==> config.mk <==
export PLATFORM = sky130hd
export DESIGN_NAME = rmeu_front
export DESIGN_NICKNAME = d
export VERILOG_FILES = /design/src/design/rmeu_pkg.sv /design/src/design/rmeu_front.sv
export SDC_FILE = /design/constraint.sdc
export NUM_CORES = 1
export LEC_CHECK = 0
export BUFFER_PORTS_ARGS = -buffer_cell sky130_fd_sc_hd__buf_2
export CORE_MARGIN = 3
export CORE_UTILIZATION = 50
export CTS_BUF_LIST = sky130_fd_sc_hd__clkbuf_8
export CTS_CLUSTER_SIZE = 24
export DETAILED_ROUTE_END_ITERATION = 7
export GPL_TIMING_DRIVEN = 0
export PLACE_DENSITY = 0.75
export SLEW_MARGIN = 25
export SYNTH_ARGS = -nofsm -noshare
export SYNTH_HDL_FRONTEND = slang
export SYNTH_SLANG_ARGS = --single-unit
==> constraint.sdc <==
create_clock -name clk -period 2.8 [get_ports clk]
set_clock_uncertainty 0.1 [all_clocks]
set_input_delay 0 -clock clk [delete_from_list [all_inputs] [get_ports clk]]
set_output_delay 0 -clock clk [all_outputs]
set_load 0.05 [all_outputs]
==> src/design/rmeu_pkg.sv <==
`default_nettype none
package rmeu_pkg;
  localparam int unsigned DataW = 32;
  localparam int unsigned NumRegs = 30;
  localparam logic [DataW-1:0] SpResetDefault = 32'd12580864;
  localparam logic [DataW-1:0] HiMask = 32'hFFFF0000;
  localparam logic [DataW-1:0] LoMask = 32'h0000FFFF;
  localparam logic [4:0] RegSp = 5'd3;
  localparam logic [4:0] RegPc = 5'd1;

  typedef enum logic [5:0] {
    OP_ADD = 6'd0, OP_SUB, OP_AND, OP_OR, OP_XOR, OP_NAND, OP_NOR, OP_XNOR,
    OP_NEG, OP_NOT, OP_DIV, OP_IDIV, OP_REM, OP_IREM, OP_MUL, OP_IMUL,
    OP_CMP, OP_MV, OP_MVE, OP_MVO, OP_TSBI, OP_TSI, OP_TSB, OP_TS,
    OP_LSL, OP_LSR, OP_ANDI, OP_ORI, OP_HLT, OP_ADDI, OP_LDLX, OP_LDHX,
    OP_LDL, OP_LDH
  } op_t;

  typedef struct packed {
    logic [5:0] op;
    logic       illegal;
    logic [7:0] fa;
    logic [7:0] fb;
    logic [7:0] fc;
  } instr_t;

  typedef struct packed {
    logic [DataW-1:0] next_pc;
    logic             wrote;
    logic [DataW-1:0] value;
    logic             halted;
    logic             fault;
  } result_t;

  typedef enum logic [2:0] {
    ST_IDLE, ST_READ, ST_MUL, ST_DIV, ST_EXEC, ST_OUT
  } exec_state_t;
endpackage
`default_nettype wire

==> src/design/rmeu_front.sv <==
`default_nettype none
module rmeu_front import rmeu_pkg::*; (
  input  wire logic clk,
  input  wire logic rst_n,
  input  wire logic in_valid,
  output logic      in_ready,
  input  wire logic [5:0] op,
  input  wire logic [7:0] fa,
  input  wire logic [7:0] fb,
  input  wire logic [7:0] fc,
  output logic      q_valid,
  input  wire logic q_pop,
  output instr_t    q_head
);
  instr_t q_r [2];
  logic [1:0] cnt_r;
  logic rd_r, wr_r;
  logic push;
  logic use_a, use_b, use_c, bad;
  instr_t item;

  always_comb begin
    use_a = 1'b1; use_b = 1'b1; use_c = 1'b1;
    if (op == OP_NEG || op == OP_NOT || op == OP_MV || op == OP_TSBI || op == OP_TSI ||
        op == OP_ANDI || op == OP_ORI || op == OP_ADDI) begin
      use_b = 1'b0;
    end else if (op == OP_LDLX || op == OP_LDHX || op == OP_LDL || op == OP_LDH) begin
      use_a = 1'b0; use_b = 1'b0;
    end else if (op == OP_HLT) begin
      use_a = 1'b0; use_b = 1'b0; use_c = 1'b0;
    end
    bad = (op > OP_LDH) || (use_a && fa > 8'd31) || (use_b && fb > 8'd31) ||
          (use_c && fc > 8'd31);
    item = '{op: op, illegal: bad, fa: fa, fb: fb, fc: fc};
  end

  assign in_ready = (cnt_r != 2'd2);
  assign push = in_valid && in_ready;
  assign q_valid = (cnt_r != 2'd0);
  assign q_head = q_r[rd_r];

  always_ff @(posedge clk) begin
    if (push) q_r[wr_r] <= item;
    if (!rst_n) begin
      cnt_r <= '0; rd_r <= 1'b0; wr_r <= 1'b0;
    end else begin
      if (push) wr_r <= ~wr_r;
      if (q_pop) rd_r <= ~rd_r;
      cnt_r <= cnt_r + 2'(push) - 2'(q_pop);
    end
  end
endmodule
`default_nettype wire

==> summary.md <==
| Metric | Value |
|---|---|
| TritonCTS buffer count | `9` |
| Post-detail-place hpwl | `3.36 mm` |
| Worst Path Required | `between 2000 and 3000 ps` |
| CTS Root Cell | `clkbuf_8` |
| Leak Pwr | `1.38 nW` |
| Int Pwr | `0.00212 W` |
| GRT Residual Overflow | `0` |
| I/O Buffers | `66` |
| Switching portion of total power | `31.6%` |
| Most frequent cells in the layout | `buf_2 (69), edfxtp_1 (62), dlygate4sd3_1 (32), mux2_2 (31), clkbuf_8 (9)` |
| Setup crit start kind | `flop` |
| Worst Tran Pin Value | `726 ps` |
| IO Pins | `67` |
| Yosys warning count | `0` |
| Synth Net Count | `between 150 and 200` |
| Routed Antenna Nets | `0` |
| VDD IR max | `0.533 mV` |
| Clk network pwr share | `30.4%` |
| CP Class | `flop to flop` |
| Nets | `283` |
| Yosys cell types | `24` |
| RSZ-0062 raised after global routing | `false` |
| Register area share after synthesis | `76.1%` |
| Die X | `slightly below 80 microns` |
| Placer congestion estimate | `0.668` |
| Syn Inst Count | `approximately 140` |
| Seq pwr share | `between 40 and 50%` |
| Initial drt markers | `59` |
| Routed len/inst | `roughly 16 microns` |
| Drt drc | `0` |
| Routed WL | `5.25 mm` |
| Max-cap viol count | `0` |
| Layout cell share with drive strength beyond 1 | `roughly half` |
| Max clock buf depth | `2` |
| Final Slew Violations | `0` |
| Worst-path clk slew | `70 ps` |
| Gate power share | `between 20% and 30%` |
| CTS tree | `yes` |
| Commonest non-fill, non-tap cell in the layout | `buf_2` |
| Final min period | `~1800 ps` |
| N_diodes | `0` |
| Area grow syn2layout | `39.2%` |
| Clock Latency Late Sink | `roughly 330 ps` |
| Pwr/cell area | `865 nW/um^2` |
| Routed via count | `1602` |
| Vias/cell | `5.02` |
| Status | `complete, no violations` |
| Clk sink count | `67` |
| Worst slack, placed | `about 1000 ps` |
| First-pass GRT wire length | `8.18 mm` |
| Vias in the first global route | `1712` |
| H-tree depth | `3` |
| Final setup viols | `0` |
| FF-to-FF setup slack | `between 900 and 1000 ps` |
| Critical Path AT | `1930 ps` |
| Hold Crit Class | `input pin to flop` |
| #FFs+latches synth | `67` |
| Core region area | `4850 sq um` |
| Final std cells w/o fill | `roughly 320` |
| Chip height | `77.8 microns` |
| Final worst-path cycle share | `64.4%` |
| Drt first pass iters | `4` |
| Placed cells | `around 270` |
| Die area | `6060 sq um` |
| Netlist area before placement | `2580 sq um` |
| Fmax | `roughly 550 MHz` |
| Largest net degree at the start of global routing | `32` |
| Initial antenna violation count | `0` |
| Total net switching power | `0.000981 W` |
| Setup bufs post-CTS | `0` |
| Mean Syn Cell Area | `between 15 and 20 sq um` |
| Setup_tns | `0 ps` |
| Crit Path Max Fanout | `3` |
| Initial Utilization | `between 50% and 60%` |
| GRT Util Overall | `18.6%` |
| Critical path endpoint category | `flop` |
| Row cnt | `25` |
| Slew HR | `51.6%` |
| Final-report hold violation count | `0` |
| Post-route setup slack | `996 ps` |
[synthesized netlist by cell type]
cell / number / area, sq um
o31ai_1: 1 / 7.51
and4b_2: 1 / 11.3
xor2_1: 1 / 8.76
a41oi_1: 1 / 8.76
a2bb2oi_2: 1 / 15.0
nor3_1: 2 / 10.0
a21oi_1: 2 / 10.0
o311ai_1: 1 / 8.76
nor2_1: 2 / 7.51
maj3_1: 1 / 10.0
nand2_1: 2 / 7.51
or4_4: 1 / 11.3
and2_1: 5 / 31.3
mux2_2: 31 / 349
and3_1: 1 / 6.26
nand2b_1: 2 / 12.5
xnor2_1: 4 / 35.0
buf_2: 3 / 15.0
nand3_1: 1 / 5.00
inv_1: 4 / 15.0
edfxtp_1: 62 / 1860
ha_1: 2 / 25.0
or2_2: 1 / 6.26
dfxtp_1: 5 / 100
[cells by family (layout without fill, tap and decap cells)]
logic type / Yosys count / in the layout / synth area share [%]
AO/OA/AOI/OAI: 6 / 6 / 1.94
XOR/XNOR: 5 / 5 / 1.70
adder cells (fa/ha/maj): 3 / 3 / 1.36
buffers and inverters: 7 / 122 / 1.16
flip-flops: 67 / 67 / 76.1
multiplexers: 31 / 31 / 13.5
AND/OR/NAND/NOR: 18 / 18 / 4.22
[sequential cells by signal, summed over array words and instances, names as in the netlist, named ones only]
register,flops
q_r,62
wr_r,1
cnt_r,2
rd_r,1
[worst paths after layout]
| kind | startpoint | endpoint | cells after the start |
|---|---|---|---|
| min | in_valid | wr_r | 4 |
| min reg2reg | rd_r | flop | 2 |
| max reg2reg | cnt_r[0] | cnt_r[1] | 8 |
| max | cnt_r[0] | cnt_r[1] | 8 |
[metrics by stage]
stage	utilization, %	hold slack, ps	total power [W]	cell area (sq um)
floorplan	-	-1.13	0.00193	2580
global placement	61.8	87.5	0.00209	3000
detailed placement	62.5	94.5	0.00215	3030
CTS	74.0	56.5	0.00313	3590
global route	74.0	88.3	0.00322	3590
finish	74.0	86.0	0.00311	3590
[critical path, stage by stage (launching register included)]
cell	delay (ps)
dfxtp_1	350
nand2b_1	160
nand2_1	150
ha_1	310
inv_1	40
ha_1	180
xnor2_1	140
xnor2_1	120
and2_1	150
[metal layers]
metal / wire [microns] / vias to the layer above / global-route usage (%)
met2: 2960 / 55 / 33.1
met4: 112 / 0 / 9.61
met3: 315 / 13 / 5.92
met5: 0 / - / 0
met1: 1860 / 781 / 19.5
li1: - / 753 / -
[power by group through the flow]
stage | sequential, W | combinational [W] | clock (W)
detailed placement | 0.00134 | 0.000806 | 0
global placement | 0.00133 | 0.000757 | 0
finish | 0.00132 | 0.000837 | 0.000946
floorplan | 0.00133 | 0.000603 | 0
CTS | 0.00132 | 0.000845 | 0.000959
global route | 0.00134 | 0.000879 | 0.00100
[cell type report]
| cell class | count | area, sq um |
|---|---|---|
| repair buffers | 99 | 678 |
| clock buffers | 9 | 124 |
| fillers | 314 | 1260 |
| plain buffers | 3 | 15.0 |
| inverters | 4 | 15.0 |
| flip-flops and latches | 67 | 1960 |
| multi-input cells | 63 | 596 |
| well taps | 67 | 83.8 |
| clock inverters | 7 | 116 |
[repair_timing]
action,CTS,global route
hold buffers,32,0
gates resized for setup,0,0
endpoints found under the hold margin,67,0
Note: power is estimated with default switching activity, not from simulation.
